==> src/hbr_pkg.sv <==
// hbr_pkg: shared types, constants and state encodings for the histogram bar-row block
// no dependencies; imported by every module under src

package hbr_pkg;

    localparam int DEF_NUM_BUCKETS = 64;
    localparam int DEF_ROWS        = 10;
    localparam int DEF_COUNT_BITS  = 24;

    localparam int VAL_W       = 32;
    localparam int CFG_W       = 32;
    localparam int CFG_IDX_W   = 2;
    localparam int ROW_IDX_W   = 4;
    localparam int ROW_BITS_W  = 64;
    localparam int MAX_BKT_W   = 6;
    localparam int QUEUE_DEPTH = 4;

    localparam logic [CFG_IDX_W-1:0] CFG_RANGE_LOW  = 2'd0;
    localparam logic [CFG_IDX_W-1:0] CFG_RANGE_HIGH = 2'd1;
    localparam logic [CFG_IDX_W-1:0] CFG_COMP_SEL   = 2'd2;

    localparam logic [1:0] COMP_X = 2'd0;
    localparam logic [1:0] COMP_Y = 2'd1;
    localparam logic [1:0] COMP_Z = 2'd2;
    localparam logic [1:0] COMP_W = 2'd3;

    typedef struct packed {
        logic [MAX_BKT_W-1:0] bucket;
        logic                 last_sample;
    } t_qent;

    typedef enum logic [2:0] {
        F_IDLE,
        F_MUL,
        F_CHK,
        F_DIV,
        F_PUSH
    } t_fstate;

    typedef enum logic [3:0] {
        B_IDLE,
        B_UPD,
        B_PK_RD,
        B_PK_CMP,
        B_THR,
        B_BT_RD,
        B_BT_CMP,
        B_EMIT
    } t_bstate;

endpackage

==> src/hbr_front.sv <==
// hbr_front: accepts samples, picks the component and computes its bucket
// depends on hbr_pkg; feeds hbr_fifo

module hbr_front #(
    parameter int NUM_BUCKETS = hbr_pkg::DEF_NUM_BUCKETS
) (
    input  logic                               i_clk,
    input  logic                               i_rst_n,
    input  logic                               i_in_valid,
    output logic                               o_in_stall,
    input  logic signed [hbr_pkg::VAL_W-1:0]   i_comp_x,
    input  logic signed [hbr_pkg::VAL_W-1:0]   i_comp_y,
    input  logic signed [hbr_pkg::VAL_W-1:0]   i_comp_z,
    input  logic signed [hbr_pkg::VAL_W-1:0]   i_comp_w,
    input  logic                               i_final_sample,
    input  logic signed [hbr_pkg::VAL_W-1:0]   i_range_low,
    input  logic signed [hbr_pkg::VAL_W-1:0]   i_range_high,
    input  logic [1:0]                         i_comp_sel,
    output logic                               o_push,
    output hbr_pkg::t_qent                     o_push_data,
    input  logic                               i_full
);
    import hbr_pkg::*;

    localparam int BKT_W  = $clog2(NUM_BUCKETS);
    localparam int DIFF_W = VAL_W + 1;
    localparam int NUM_W  = DIFF_W + BKT_W;
    localparam int UN_W   = NUM_W - 1;
    localparam int CNT_W  = $clog2(BKT_W + 1);
    localparam logic signed [NUM_W-1:0] BKT_SCALE = NUM_W'(NUM_BUCKETS - 1);
    localparam logic [BKT_W-1:0]        BKT_TOP   = BKT_W'(NUM_BUCKETS - 1);

    t_fstate                  r_state, n_state;
    logic signed [DIFF_W-1:0] r_diff, r_span;
    logic signed [NUM_W-1:0]  r_num;
    logic [UN_W-1:0]          r_rem, r_dvs;
    logic [BKT_W-1:0]         r_q, r_bkt;
    logic [CNT_W-1:0]         r_cnt;
    logic                     r_last;

    logic signed [VAL_W-1:0]  w_pick;
    logic                     w_accept, w_span_bad, w_num_neg, w_over, w_sub;
    logic [UN_W-1:0]          w_num_mag, w_span_top;
    logic [BKT_W-1:0]         w_q_next;

    always_comb begin
        case (i_comp_sel)
            COMP_X:  w_pick = i_comp_x;
            COMP_Y:  w_pick = i_comp_y;
            COMP_Z:  w_pick = i_comp_z;
            COMP_W:  w_pick = i_comp_w;
            default: w_pick = i_comp_x;
        endcase
    end

    assign w_accept   = i_in_valid && !o_in_stall;
    assign w_span_bad = r_span[DIFF_W-1] || (r_span == '0);
    assign w_num_neg  = r_num[NUM_W-1];
    assign w_num_mag  = r_num[UN_W-1:0];
    assign w_span_top = UN_W'(r_span[VAL_W-1:0]) << BKT_W;
    assign w_over     = w_num_mag >= w_span_top;
    assign w_sub      = r_rem >= r_dvs;
    assign w_q_next   = BKT_W'({r_q, w_sub});

    // next state
    always_comb begin
        n_state = r_state;
        case (r_state)
            F_IDLE: begin
                if (w_accept) n_state = F_MUL;
            end
            F_MUL: begin
                n_state = w_span_bad ? F_PUSH : F_CHK;
            end
            F_CHK: begin
                n_state = (w_num_neg || w_over) ? F_PUSH : F_DIV;
            end
            F_DIV: begin
                if (r_cnt == CNT_W'(1)) n_state = F_PUSH;
            end
            F_PUSH: begin
                if (!i_full) n_state = F_IDLE;
            end
            default: n_state = F_IDLE;
        endcase
    end

    // outputs
    always_comb begin
        o_in_stall              = (r_state != F_IDLE);
        o_push                  = (r_state == F_PUSH) && !i_full;
        o_push_data.bucket      = MAX_BKT_W'(r_bkt);
        o_push_data.last_sample = r_last;
    end

    always_ff @(posedge i_clk) begin
        if (!i_rst_n) begin
            r_state <= F_IDLE;
        end else begin
            r_state <= n_state;
        end
    end

    // datapath: one quotient bit per cycle
    always_ff @(posedge i_clk) begin
        case (r_state)
            F_IDLE: begin
                if (w_accept) begin
                    r_diff <= DIFF_W'(w_pick) - DIFF_W'(i_range_low);
                    r_span <= DIFF_W'(i_range_high) - DIFF_W'(i_range_low);
                    r_last <= i_final_sample;
                end
            end
            F_MUL: begin
                r_num <= NUM_W'(r_diff) * BKT_SCALE;
                if (w_span_bad) r_bkt <= '0;
            end
            F_CHK: begin
                if (w_num_neg) begin
                    r_bkt <= '0;
                end else if (w_over) begin
                    r_bkt <= BKT_TOP;
                end else begin
                    r_rem <= w_num_mag;
                    r_dvs <= UN_W'(r_span[VAL_W-1:0]) << (BKT_W - 1);
                    r_q   <= '0;
                    r_cnt <= CNT_W'(BKT_W);
                end
            end
            F_DIV: begin
                if (w_sub) r_rem <= r_rem - r_dvs;
                r_dvs <= r_dvs >> 1;
                r_q   <= w_q_next;
                r_cnt <= r_cnt - CNT_W'(1);
                r_bkt <= (w_q_next > BKT_TOP) ? BKT_TOP : w_q_next;
            end
            default: ;
        endcase
    end

endmodule

==> src/hbr_fifo.sv <==
// hbr_fifo: short queue of bucket transactions between front and back
// depends on hbr_pkg

module hbr_fifo (
    input  logic           i_clk,
    input  logic           i_rst_n,
    input  logic           i_push,
    input  hbr_pkg::t_qent i_push_data,
    output logic           o_full,
    input  logic           i_pop,
    output hbr_pkg::t_qent o_head,
    output logic           o_empty
);
    import hbr_pkg::*;

    localparam int PTR_W = $clog2(QUEUE_DEPTH);
    localparam int CNT_W = $clog2(QUEUE_DEPTH + 1);

    t_qent            r_slots [QUEUE_DEPTH];
    logic [PTR_W-1:0] r_wptr, r_rptr;
    logic [CNT_W-1:0] r_count;

    assign o_full  = (r_count == CNT_W'(QUEUE_DEPTH));
    assign o_empty = (r_count == '0);
    assign o_head  = r_slots[r_rptr];

    always_ff @(posedge i_clk) begin
        if (!i_rst_n) begin
            r_wptr  <= '0;
            r_rptr  <= '0;
            r_count <= '0;
        end else begin
            if (i_push) r_wptr <= r_wptr + PTR_W'(1);
            if (i_pop)  r_rptr <= r_rptr + PTR_W'(1);
            if (i_push && !i_pop) begin
                r_count <= r_count + CNT_W'(1);
            end else if (i_pop && !i_push) begin
                r_count <= r_count - CNT_W'(1);
            end
        end
    end

    always_ff @(posedge i_clk) begin
        if (i_push) r_slots[r_wptr] <= i_push_data;
    end

endmodule

==> src/hbr_back.sv <==
// hbr_back: bucket count memory, peak search, row thresholds and row emission
// depends on hbr_pkg; drains hbr_fifo

module hbr_back #(
    parameter int NUM_BUCKETS = hbr_pkg::DEF_NUM_BUCKETS,
    parameter int ROWS        = hbr_pkg::DEF_ROWS,
    parameter int COUNT_BITS  = hbr_pkg::DEF_COUNT_BITS
) (
    input  logic                               i_clk,
    input  logic                               i_rst_n,
    input  hbr_pkg::t_qent                     i_head,
    input  logic                               i_empty,
    output logic                               o_pop,
    output logic                               o_out_valid,
    input  logic                               i_out_stall,
    output logic [hbr_pkg::ROW_IDX_W-1:0]      o_row_index,
    output logic [hbr_pkg::ROW_BITS_W-1:0]     o_row_bits,
    output logic                               o_row_last
);
    import hbr_pkg::*;

    localparam int BKT_W  = $clog2(NUM_BUCKETS);
    localparam int ROW_W  = (ROWS > 1) ? $clog2(ROWS) : 1;
    localparam int PROD_W = COUNT_BITS + $clog2(ROWS + 1);
    localparam logic [BKT_W-1:0]  BKT_LAST = BKT_W'(NUM_BUCKETS - 1);
    localparam logic [ROW_W-1:0]  ROW_TOP  = ROW_W'(ROWS - 1);
    localparam logic [PROD_W-1:0] ROWS_P   = PROD_W'(ROWS);

    t_bstate               r_state, n_state;

    logic [COUNT_BITS-1:0] r_counts [NUM_BUCKETS];
    logic [NUM_BUCKETS-1:0] r_vld;
    logic [COUNT_BITS-1:0] r_rd_data;
    logic                  r_rd_vld;

    logic [BKT_W-1:0]      r_bkt, r_idx;
    logic                  r_last;
    logic [COUNT_BITS-1:0] r_peak;
    logic [PROD_W-1:0]     r_tq;
    logic [ROW_W-1:0]      r_row;
    logic [PROD_W-1:0]     r_thr     [ROWS];
    logic [NUM_BUCKETS-1:0] r_rowbits [ROWS];

    logic [COUNT_BITS-1:0] w_count, w_inc, w_peak_next;
    logic [PROD_W-1:0]     w_scaled;
    logic [BKT_W-1:0]      w_raddr;
    logic                  w_we, w_out_take;

    assign w_count     = r_rd_vld ? r_rd_data : '0;
    assign w_inc       = (&w_count) ? w_count : w_count + COUNT_BITS'(1);
    assign w_peak_next = (w_count > r_peak) ? w_count : r_peak;
    assign w_scaled    = PROD_W'(w_count) * ROWS_P;
    assign w_raddr     = (r_state == B_IDLE) ? i_head.bucket[BKT_W-1:0] : r_idx;
    assign w_we        = (r_state == B_UPD);
    assign w_out_take  = o_out_valid && !i_out_stall;

    // count memory, registered read
    always_ff @(posedge i_clk) begin
        if (w_we) r_counts[r_bkt] <= w_inc;
        r_rd_data <= r_counts[w_raddr];
        r_rd_vld  <= r_vld[w_raddr];
    end

    // next state
    always_comb begin
        n_state = r_state;
        case (r_state)
            B_IDLE: begin
                if (!i_empty) n_state = B_UPD;
            end
            B_UPD: begin
                n_state = r_last ? B_PK_RD : B_IDLE;
            end
            B_PK_RD: begin
                n_state = B_PK_CMP;
            end
            B_PK_CMP: begin
                n_state = (r_idx == BKT_LAST) ? B_THR : B_PK_RD;
            end
            B_THR: begin
                if (r_row == ROW_TOP) n_state = B_BT_RD;
            end
            B_BT_RD: begin
                n_state = B_BT_CMP;
            end
            B_BT_CMP: begin
                n_state = (r_idx == BKT_LAST) ? B_EMIT : B_BT_RD;
            end
            B_EMIT: begin
                if (w_out_take && (r_row == '0)) n_state = B_IDLE;
            end
            default: n_state = B_IDLE;
        endcase
    end

    // outputs
    always_comb begin
        o_pop       = (r_state == B_IDLE) && !i_empty;
        o_out_valid = (r_state == B_EMIT);
        o_row_index = ROW_IDX_W'(r_row);
        o_row_bits  = ROW_BITS_W'(r_rowbits[r_row]);
        o_row_last  = (r_row == '0);
    end

    always_ff @(posedge i_clk) begin
        if (!i_rst_n) begin
            r_state <= B_IDLE;
            r_vld   <= '0;
        end else begin
            r_state <= n_state;
            if (w_we) begin
                r_vld[r_bkt] <= 1'b1;
            end else if ((r_state == B_EMIT) && w_out_take && (r_row == '0)) begin
                r_vld <= '0;
            end
        end
    end

    always_ff @(posedge i_clk) begin
        case (r_state)
            B_IDLE: begin
                if (!i_empty) begin
                    r_bkt  <= i_head.bucket[BKT_W-1:0];
                    r_last <= i_head.last_sample;
                end
            end
            B_UPD: begin
                r_idx  <= '0;
                r_peak <= '0;
            end
            B_PK_CMP: begin
                r_peak <= w_peak_next;
                if (r_idx == BKT_LAST) begin
                    r_row <= '0;
                    r_tq  <= '0;
                end else begin
                    r_idx <= r_idx + BKT_W'(1);
                end
            end
            // row r keeps r * peak; a count is above the row when count * rows > r * peak
            B_THR: begin
                r_thr[r_row] <= r_tq;
                r_tq  <= r_tq + PROD_W'(r_peak);
                r_idx <= '0;
                if (r_row != ROW_TOP) r_row <= r_row + ROW_W'(1);
            end
            B_BT_CMP: begin
                for (int r = 0; r < ROWS; r++) begin
                    r_rowbits[r][r_idx] <= (w_scaled > r_thr[r]);
                end
                if (r_idx == BKT_LAST) begin
                    r_row <= ROW_TOP;
                end else begin
                    r_idx <= r_idx + BKT_W'(1);
                end
            end
            B_EMIT: begin
                if (w_out_take && (r_row != '0)) r_row <= r_row - ROW_W'(1);
            end
            default: ;
        endcase
    end

endmodule

==> src/histogram_bar_rows.sv <==
// histogram_bar_rows: top level, configuration registers and block assembly
// depends on hbr_pkg, hbr_front, hbr_fifo and hbr_back
//
// usage
//   configuration: write range_low, range_high and component_select through
//   i_cfg_wen / i_cfg_index / i_cfg_wdata while the block is idle
//   input channel: one sample per transaction (i_in_valid, o_in_stall)
//   output channel: one bar row per transaction (o_out_valid, i_out_stall),
//   rows come from the top row down, o_row_last marks row 0
//   the front takes a new sample only after it has pushed the last one; it
//   runs multiply, check, the one-bit-per-cycle bucket divider and push,
//   skips the divider when the value clamps and goes from multiply to push
//   when the range is empty; the back reads and then writes one count per
//   queue entry, behind a 4-entry queue; after the final sample of a frame:
//   peak search over all buckets, one threshold per row, row bit build,
//   then one row per cycle while not stalled
//   a stalled row holds; samples keep queueing and then stall the input
//   reset: registers to their defaults, counts read as zero at once
//   through per-bucket valid flags; no clearing pass

module histogram_bar_rows #(
    parameter int NUM_BUCKETS = hbr_pkg::DEF_NUM_BUCKETS,
    parameter int ROWS        = hbr_pkg::DEF_ROWS,
    parameter int COUNT_BITS  = hbr_pkg::DEF_COUNT_BITS
) (
    input  logic                               i_clk,
    input  logic                               i_rst_n,
    input  logic                               i_cfg_wen,
    input  logic [hbr_pkg::CFG_IDX_W-1:0]      i_cfg_index,
    input  logic [hbr_pkg::CFG_W-1:0]          i_cfg_wdata,
    input  logic                               i_in_valid,
    output logic                               o_in_stall,
    input  logic signed [hbr_pkg::VAL_W-1:0]   i_comp_x,
    input  logic signed [hbr_pkg::VAL_W-1:0]   i_comp_y,
    input  logic signed [hbr_pkg::VAL_W-1:0]   i_comp_z,
    input  logic signed [hbr_pkg::VAL_W-1:0]   i_comp_w,
    input  logic                               i_final_sample,
    output logic                               o_out_valid,
    input  logic                               i_out_stall,
    output logic [hbr_pkg::ROW_IDX_W-1:0]      o_row_index,
    output logic [hbr_pkg::ROW_BITS_W-1:0]     o_row_bits,
    output logic                               o_row_last
);
    import hbr_pkg::*;

    logic signed [VAL_W-1:0] r_range_low, r_range_high;
    logic [1:0]              r_comp_sel;

    logic  w_push, w_full, w_pop, w_empty;
    t_qent w_push_data, w_head;

    always_ff @(posedge i_clk) begin
        if (!i_rst_n) begin
            r_range_low  <= '0;
            r_range_high <= VAL_W'(65536);
            r_comp_sel   <= COMP_X;
        end else if (i_cfg_wen) begin
            case (i_cfg_index)
                CFG_RANGE_LOW:  r_range_low  <= i_cfg_wdata;
                CFG_RANGE_HIGH: r_range_high <= i_cfg_wdata;
                CFG_COMP_SEL:   r_comp_sel   <= i_cfg_wdata[1:0];
                default: ;
            endcase
        end
    end

    hbr_front #(
        .NUM_BUCKETS (NUM_BUCKETS)
    ) u_front (
        .i_clk          (i_clk),
        .i_rst_n        (i_rst_n),
        .i_in_valid     (i_in_valid),
        .o_in_stall     (o_in_stall),
        .i_comp_x       (i_comp_x),
        .i_comp_y       (i_comp_y),
        .i_comp_z       (i_comp_z),
        .i_comp_w       (i_comp_w),
        .i_final_sample (i_final_sample),
        .i_range_low    (r_range_low),
        .i_range_high   (r_range_high),
        .i_comp_sel     (r_comp_sel),
        .o_push         (w_push),
        .o_push_data    (w_push_data),
        .i_full         (w_full)
    );

    hbr_fifo u_fifo (
        .i_clk       (i_clk),
        .i_rst_n     (i_rst_n),
        .i_push      (w_push),
        .i_push_data (w_push_data),
        .o_full      (w_full),
        .i_pop       (w_pop),
        .o_head      (w_head),
        .o_empty     (w_empty)
    );

    hbr_back #(
        .NUM_BUCKETS (NUM_BUCKETS),
        .ROWS        (ROWS),
        .COUNT_BITS  (COUNT_BITS)
    ) u_back (
        .i_clk       (i_clk),
        .i_rst_n     (i_rst_n),
        .i_head      (w_head),
        .i_empty     (w_empty),
        .o_pop       (w_pop),
        .o_out_valid (o_out_valid),
        .i_out_stall (i_out_stall),
        .o_row_index (o_row_index),
        .o_row_bits  (o_row_bits),
        .o_row_last  (o_row_last)
    );

    a_no_overflow: assert property (@(posedge i_clk) disable iff (!i_rst_n)
        !(w_push && w_full))
        else $error("queue push while full");

    a_no_underflow: assert property (@(posedge i_clk) disable iff (!i_rst_n)
        w_pop |-> !w_empty)
        else $error("queue pop while empty");

    a_busy_after_accept: assert property (@(posedge i_clk) disable iff (!i_rst_n)
        (i_in_valid && !o_in_stall) |=> o_in_stall)
        else $error("front took a second transaction back to back");

    a_frame_done: assert property (@(posedge i_clk) disable iff (!i_rst_n)
        (o_out_valid && !i_out_stall && o_row_last) |=> !o_out_valid)
        else $error("row output continued past the last row");

endmodule

==> config.mk <==
export PLATFORM = sky130hd
export DESIGN_NAME = histogram_bar_rows
export DESIGN_NICKNAME = d
export VERILOG_FILES = /design/src/hbr_pkg.sv /design/src/hbr_front.sv /design/src/hbr_fifo.sv /design/src/hbr_back.sv /design/src/histogram_bar_rows.sv
export SDC_FILE = /design/constraint.sdc
export NUM_CORES = 2
export LEC_CHECK = 0
export ABC_AREA = 1
export BUFFER_PORTS_ARGS = -buffer_cell sky130_fd_sc_hd__buf_2
export CAP_MARGIN = 20
export CORE_ASPECT_RATIO = 0.5
export CORE_MARGIN = 3
export CORE_UTILIZATION = 40
export CTS_CLUSTER_DIAMETER = 200
export DETAILED_ROUTE_END_ITERATION = 8
export GPL_TIMING_DRIVEN = 0
export HOLD_SLACK_MARGIN = 0.02
export SETUP_SLACK_MARGIN = 0.05
export SLEW_MARGIN = 30
export SYNTH_ARGS = -nofsm -noshare
export SYNTH_HDL_FRONTEND = slang
export SYNTH_HIERARCHICAL = 1
export SYNTH_SLANG_ARGS = --single-unit
==> constraint.sdc <==
create_clock -name i_clk -period 10.6 [get_ports i_clk]
set_input_delay 0.53 -clock i_clk [delete_from_list [all_inputs] [get_ports i_clk]]
set_output_delay 0.53 -clock i_clk [all_outputs]
set_load 0.02 [all_outputs]
# ---- Word-level counts from Yosys, hierarchy flattened
# Memories as Yosys holds them, arrays and structs flattened. A register that Yosys moved wholly into a read port is not among the register bits.
# Index checks and enable logic that the tools add are counted.
dict set report op_classes {
  multipliers 2
  magnitude_cmp 19
  n_mux 67
  n_reduce_logical 54
  addsub 13
  n_eq_ne 38
  n_bitwise 2
}
# op n
set ops {}
lappend ops {{28-bit greater-than comparator} 10}
lappend ops {{64-bit 2-to-1 mux} 3}
lappend ops {{38-bit 2-to-1 mux} 5}
lappend ops {{38-bit case mux with 2 select lines} 2}
lappend ops {{32-bit case mux with 4 select lines} 1}
lappend ops {{38-bit greater-or-equal comparator} 2}
lappend ops {{24-bit 2-to-1 mux} 3}
lappend ops {{32-bit by 32-bit subtractor with 33-bit output} 2}
lappend ops {{64-bit bitwise OR} 1}
lappend ops {{28-bit case mux with 2 select lines} 1}
lappend ops {{24-bit case mux with 2 select lines} 1}
lappend ops {{33-bit by 7-bit multiplier with 39-bit output (second input constant)} 1}
lappend ops {{38-bit subtractor} 1}
lappend ops {{6-bit 2-to-1 mux} 6}
lappend ops {{33-bit zero test} 1}
lappend ops {{4-bit 2-to-1 mux} 8}
lappend ops {{4-bit case mux with 8 select lines} 1}
lappend ops {{3-bit 2-to-1 mux} 10}
lappend ops {{28-bit by 24-bit adder with 28-bit output} 1}
lappend ops {{28-bit 2-to-1 mux} 1}
lappend ops {{24-bit by 3-bit multiplier with 27-bit output (second input constant)} 1}
lappend ops {{24-bit by 1-bit adder with 24-bit output (second input constant)} 1}
lappend ops {{24-bit greater-than comparator} 1}
lappend ops {{24-bit AND reduction} 1}
lappend ops {{other kinds (49)} 130}
dict set report totals {
  out_inout_bits 71
  ff_bits 410
  n_memories 4
  mem_bits_rw 2484
  word_cells 224
}
# name depth word_bits rd rd_clocked_by_memory_dff write_ports line
set memory_table {}
lappend memory_table {u_back.r_counts 64 24 1 1 1 hbr_back.sv:31} ;# logic [COUNT_BITS-1:0] r_counts [NUM_BUCKETS];
lappend memory_table {u_back.r_rowbits 10 64 1 1 10 hbr_back.sv:42} ;# logic [NUM_BUCKETS-1:0] r_rowbits [ROWS];
lappend memory_table {u_back.r_thr 10 28 10 0 1 hbr_back.sv:41} ;# logic [PROD_W-1:0] r_thr [ROWS];
lappend memory_table {u_fifo.r_slots 4 7 1 1 1 hbr_fifo.sv:19} ;# t_qent r_slots [QUEUE_DEPTH];

# ---- Logic depth before layout (Yosys ltp)
dict set report depth {
  word_depth 7
  ltp_mapped 26
}

# ---- Cells and area by module
# The synthesis kept the hierarchy.
# mod seq_area_each_um2 cells_each area_each_um2 n_inst
set by_module_without_submodules {}
lappend by_module_without_submodules {hbr_back 77744.6 11031 118383.5 1}
lappend by_module_without_submodules {hbr_front 5915.7 2723 21416.8 1}
lappend by_module_without_submodules {histogram_bar_rows 1321.3 425 2821.5 1}
lappend by_module_without_submodules {hbr_fifo 1021.0 125 1487.7 1}

# ---- Least setup slack after synthesis
# Ideal clock, no wire load.
dict set report synth_path {
  kind {flip-flop to flip-flop}
  from {register u_back.r_rd_vld}
  to {memory u_back/r_rowbits[0][0] in the netlist's numbering (data pin)}
  path_buffers 3
  arrival_ns 6.357
  required_ns 9.876
  path_stages_with_launch 21
  synth_period_minus_slack_ns 7.081
  slack_ns 3.519
  path_cell_list {dfxtp_1 buf_4 buf_4 buf_2 nand2_1 inv_1 nor2_1 nor2_1 inv_1 fa_1 o21ai_0 a21oi_1 o21ai_0 a21oi_1 xnor2_1 ha_1 a21oi_1 o21a_1 o211ai_1 a21oi_1 a21boi_0}
}
# element line
set synth_rtl {}
lappend synth_rtl {{start: declaration} hbr_back.sv:34} ;# logic r_rd_vld;
lappend synth_rtl {{start signal: assignment} hbr_back.sv:61} ;# r_rd_vld <= r_vld[w_raddr];
lappend synth_rtl {{end: declaration} hbr_back.sv:42}

==> reports/qor.yml <==
status:
  outcome: "complete, no violations"
clocking:
  cts_tree: "yes"
  cts_made_buffers: 291
  htree_num_levels: 5
  cts_resized: 0
  cts_root_buffer: "clkbuf_16"
  clockBufferDepth: 4
  clkTransAtPathRegs_ps: 60
  cts.sinks: 2922
  insertion_delay_ps: 890
critical_path:
  arrival_ps: 8660
  critPathMaxFanout: 17
  crit_start: "u_back/r_rd_vld$_DFF_P_"
  max_stage_delay_ps: 800
  critPathBufInv: 7
  crit_family: "simple AND/OR/NAND/NOR gates"
  cp_data_required_time_ps: 11330
  reg2reg_slack_ps: 2670
  r2r-start: "u_back/r_rd_vld$_DFF_P_"
  r2r_end: "u_back/r_rowbits[3][40]$_DFFE_PP_"
  crit_slowest_cell: "nor4b_1"
  crit_top_cell: "nand2_1"
  worst-r2r-cell-count: 26
  critPathCaptureType: "flip-flop"
  worst_setup_path_start_kind: "flip-flop"
  crit_type: "flip-flop to flip-flop"
timing:
  slew_headroom_pct: 27.8
  finalClockSkew_ps: 65.9
  setup_violations: 0
  final.period_utilization_pct: 74.8
  maxSlewViolCount: 0
  hold_viol_final: 0
  finalCriticalPeriod_ps: 7930
  worst_pin_slew_ps: 1080
  holdWs_ps: 98.1
  max_freq_mhz: 126
  rsz0062_at_grt: "false"
worst_hold_path:
  hold_path_depth: 5
  hold_end: "r_range_low[28]$_SDFFE_PN0P_"
  min-delay-start: "i_cfg_index[1]"
  holdCritPathClass: "input port to flip-flop"
logic_synthesis:
  synth-xor-area-share_pct: 0.880
  ys_seq_area_share_pct: 59.7
  synth_simple_gate_area_share_pct: 16.8
  ys.flop_type: "edfxtp_1"
  syn-num-nets: 15200
  synth_mux_area_share_pct: 1.33
  avgSynthCellArea_sq_um: 10.1
  ys_ff_latch: 2922
  synthAdderAreaFrac_pct: 6.66
  synth_area_sq_um: 144000
  synth-async-reset-ratio_pct: 0
  synth_compound_area_share_pct: 5.86
  synth_cell_types: 67
  syn_inst: 14300
  synth_top_family_by_area: "simple AND/OR/NAND/NOR gates"
  yosys_warnings: 6
  synth_edf_count: 2748
layout:
  drive_above_1_share_pct: 9.30
  fin_area_sq_um: 166000
  layout.nets: 15900
  syn2layout_area_growth_pct: 15.5
floorplan:
  coreArea_sq_um: 358000
  die_h_um: 430
  chipWidth_um: 855
  row_count: 155
  initial_core_util_pct: 40.3
  ios: 239
  die-area_sq_um: 368000
route:
  ant_nets: 0
  viasPerCell: 5.30
  drc_errors: 0
  wl_per_cell_um: 23.1
  drt_iter0_drc: 12400
  firstDrtPassIters: 8
  num_vias: 106000
  routed_wl_mm: 464
grt:
  grt_max_degree: 49
  track_usage_pct: 24.5
  grt_pass1_wl_mm: 669
  overflow: 0
  grt_antenna_before_repair: 14
  grt_pass1_vias: 101000
placed_design:
  placed_area_sq_um: 157000
  io_buffers: 238
  dp.final_hpwl_mm: 342
  globalplace.congestion: 0.988
run:
  drv_cap: 0
cell type report:
class                   count  area (sq um)
fillers                 32900        191000
flip-flops and latches   2922         86000
multi-input cells        8137         46600
inverters                2699         10100
clock buffers             371          7980
well taps                4788          5990
repair buffers            481          5840
plain buffers             546          2540
clock inverters           147          1240
diodes                      7          17.5
per-stage QoR:
stage	std cells	setup slack (ps)	setup TNS [ps]	util (%)
6_report	20100	2670	0	46.5
3_5_place_dp	19500	2610	0	43.8
4_1_cts	20100	2600	0	46.5
2_1_floorplan	14300	3520	0	-
5_1_grt	20100	2230	0	46.5
3_3_place_gp	19300	-5090	-1721310	42.3
per-layer routing:
metal | share of wire (%) | GRT usage [%] | routed length [um]
met1 | 42 | 34.4 | 197000
met2 | 45 | 38.7 | 209000
met3 | 8.6 | 3.79 | 40000
met4 | 3.8 | 8.52 | 17800
met5 | 0.0028 | 0 | 13
worst max-delay path by stage:
| stage | to | slack, ps | cells after the start |
|---|---|---|---|
| 2_1_floorplan | u_back/r_rowbits[0][0]$_DFFE_PP_ | 3520 | 20 |
| 3_3_place_gp | u_back/r_rowbits[2][26]$_DFFE_PP_ | -5090 | 20 |
| 3_5_place_dp | u_back/r_rowbits[3][26]$_DFFE_PP_ | 2610 | 26 |
| 4_1_cts | u_back/r_rowbits[3][40]$_DFFE_PP_ | 2600 | 26 |
| 5_1_grt | u_back/r_rowbits[3][40]$_DFFE_PP_ | 2230 | 26 |
| 6_report | u_back/r_rowbits[3][40]$_DFFE_PP_ | 2670 | 26 |
state kept, by name (all words and copies together), names as in the netlist, 33 cells and up, named ones only:
name and count:
u_front/r_diff 33, u_back/r_vld 64, u_front/r_rem 38, u_front/r_num 39
u_back/r_thr 280, u_back/r_rowbits 640, u_front/r_span 33, u_back/r_counts 1536
u_front/r_dvs 37
cells by family after synthesis:
| logic type | after synthesis |
|---|---|
| buffers and inverters | 3245 |
| muxes | 192 |
| adders and majority gates | 689 |
| AOI/OAI and AO/OA | 1491 |
| DFF | 2922 |
| xor gates and xnor gates | 144 |
| and+or+nand+nor | 5621 |
timing repair:
action,4_1_cts,5_1_grt
endpoints found under the hold margin,66,0
hold buffers,33,0
setup buffers,0,0
worst register-to-register path: cells and delay by family, from the launching register on:
family / cells / cell delay (ps)
adder cells (fa/ha/maj): 3 / 1070
AND/OR/NAND/NOR: 12 / 3110
buffers and inverters: 7 / 1370
flip-flops: 1 / 300
AO/OA/AOI/OAI: 4 / 1900
synthesized netlist by cell type (16+ instances only):
cell,n,area (sq um)
dfxtp_1,174,3480
o21ai_0,497,2490
nor2_1,874,3280
xor2_1,99,867
clkbuf_1,209,785
nand2_1,2567,9640
buf_1,17,63.8
o21ai_1,34,170
fa_1,131,2620
inv_1,2678,10100
nor3_1,66,330
buf_4,16,120
a31oi_1,42,263
buf_2,296,1480
nand3_1,1925,9630
a21oi_1,577,2890
mux2i_1,192,1920
o21bai_1,27,203
a221oi_1,21,184
o211ai_1,146,1100
a211oi_1,17,128
a21o_1,34,255
xnor2_1,44,385
edfxtp_1,2748,82500
ha_1,557,6970
nand2_2,19,119
o21a_1,32,240
nand4_1,84,526
cells in the final DEF, fill, tap and decap left out, types with 42 or more instances in the layout:
| cell | instances |
|---|---|
| clkbuf_1 | 258 |
| buf_2 | 553 |
| ha_1 | 557 |
| clkbuf_16 | 301 |
| a21oi_1 | 568 |
| nand3_1 | 1915 |
| fa_1 | 131 |
| o21ai_0 | 487 |
| nand2_1 | 2566 |
| nor3_1 | 62 |
| nand4_1 | 84 |
| clkinv_1 | 58 |
| o21ai_1 | 42 |
| edfxtp_1 | 2748 |
| nor2_4 | 76 |
| xor2_1 | 80 |
| dfxtp_1 | 174 |
| o211ai_1 | 146 |
| nor2_1 | 800 |
| buf_16 | 113 |
| inv_1 | 2675 |
| mux2i_1 | 192 |
| clkinv_2 | 50 |
Power is not shown: default switching activity piles up to over one toggle a cycle in this logic, so the estimate is an artifact.
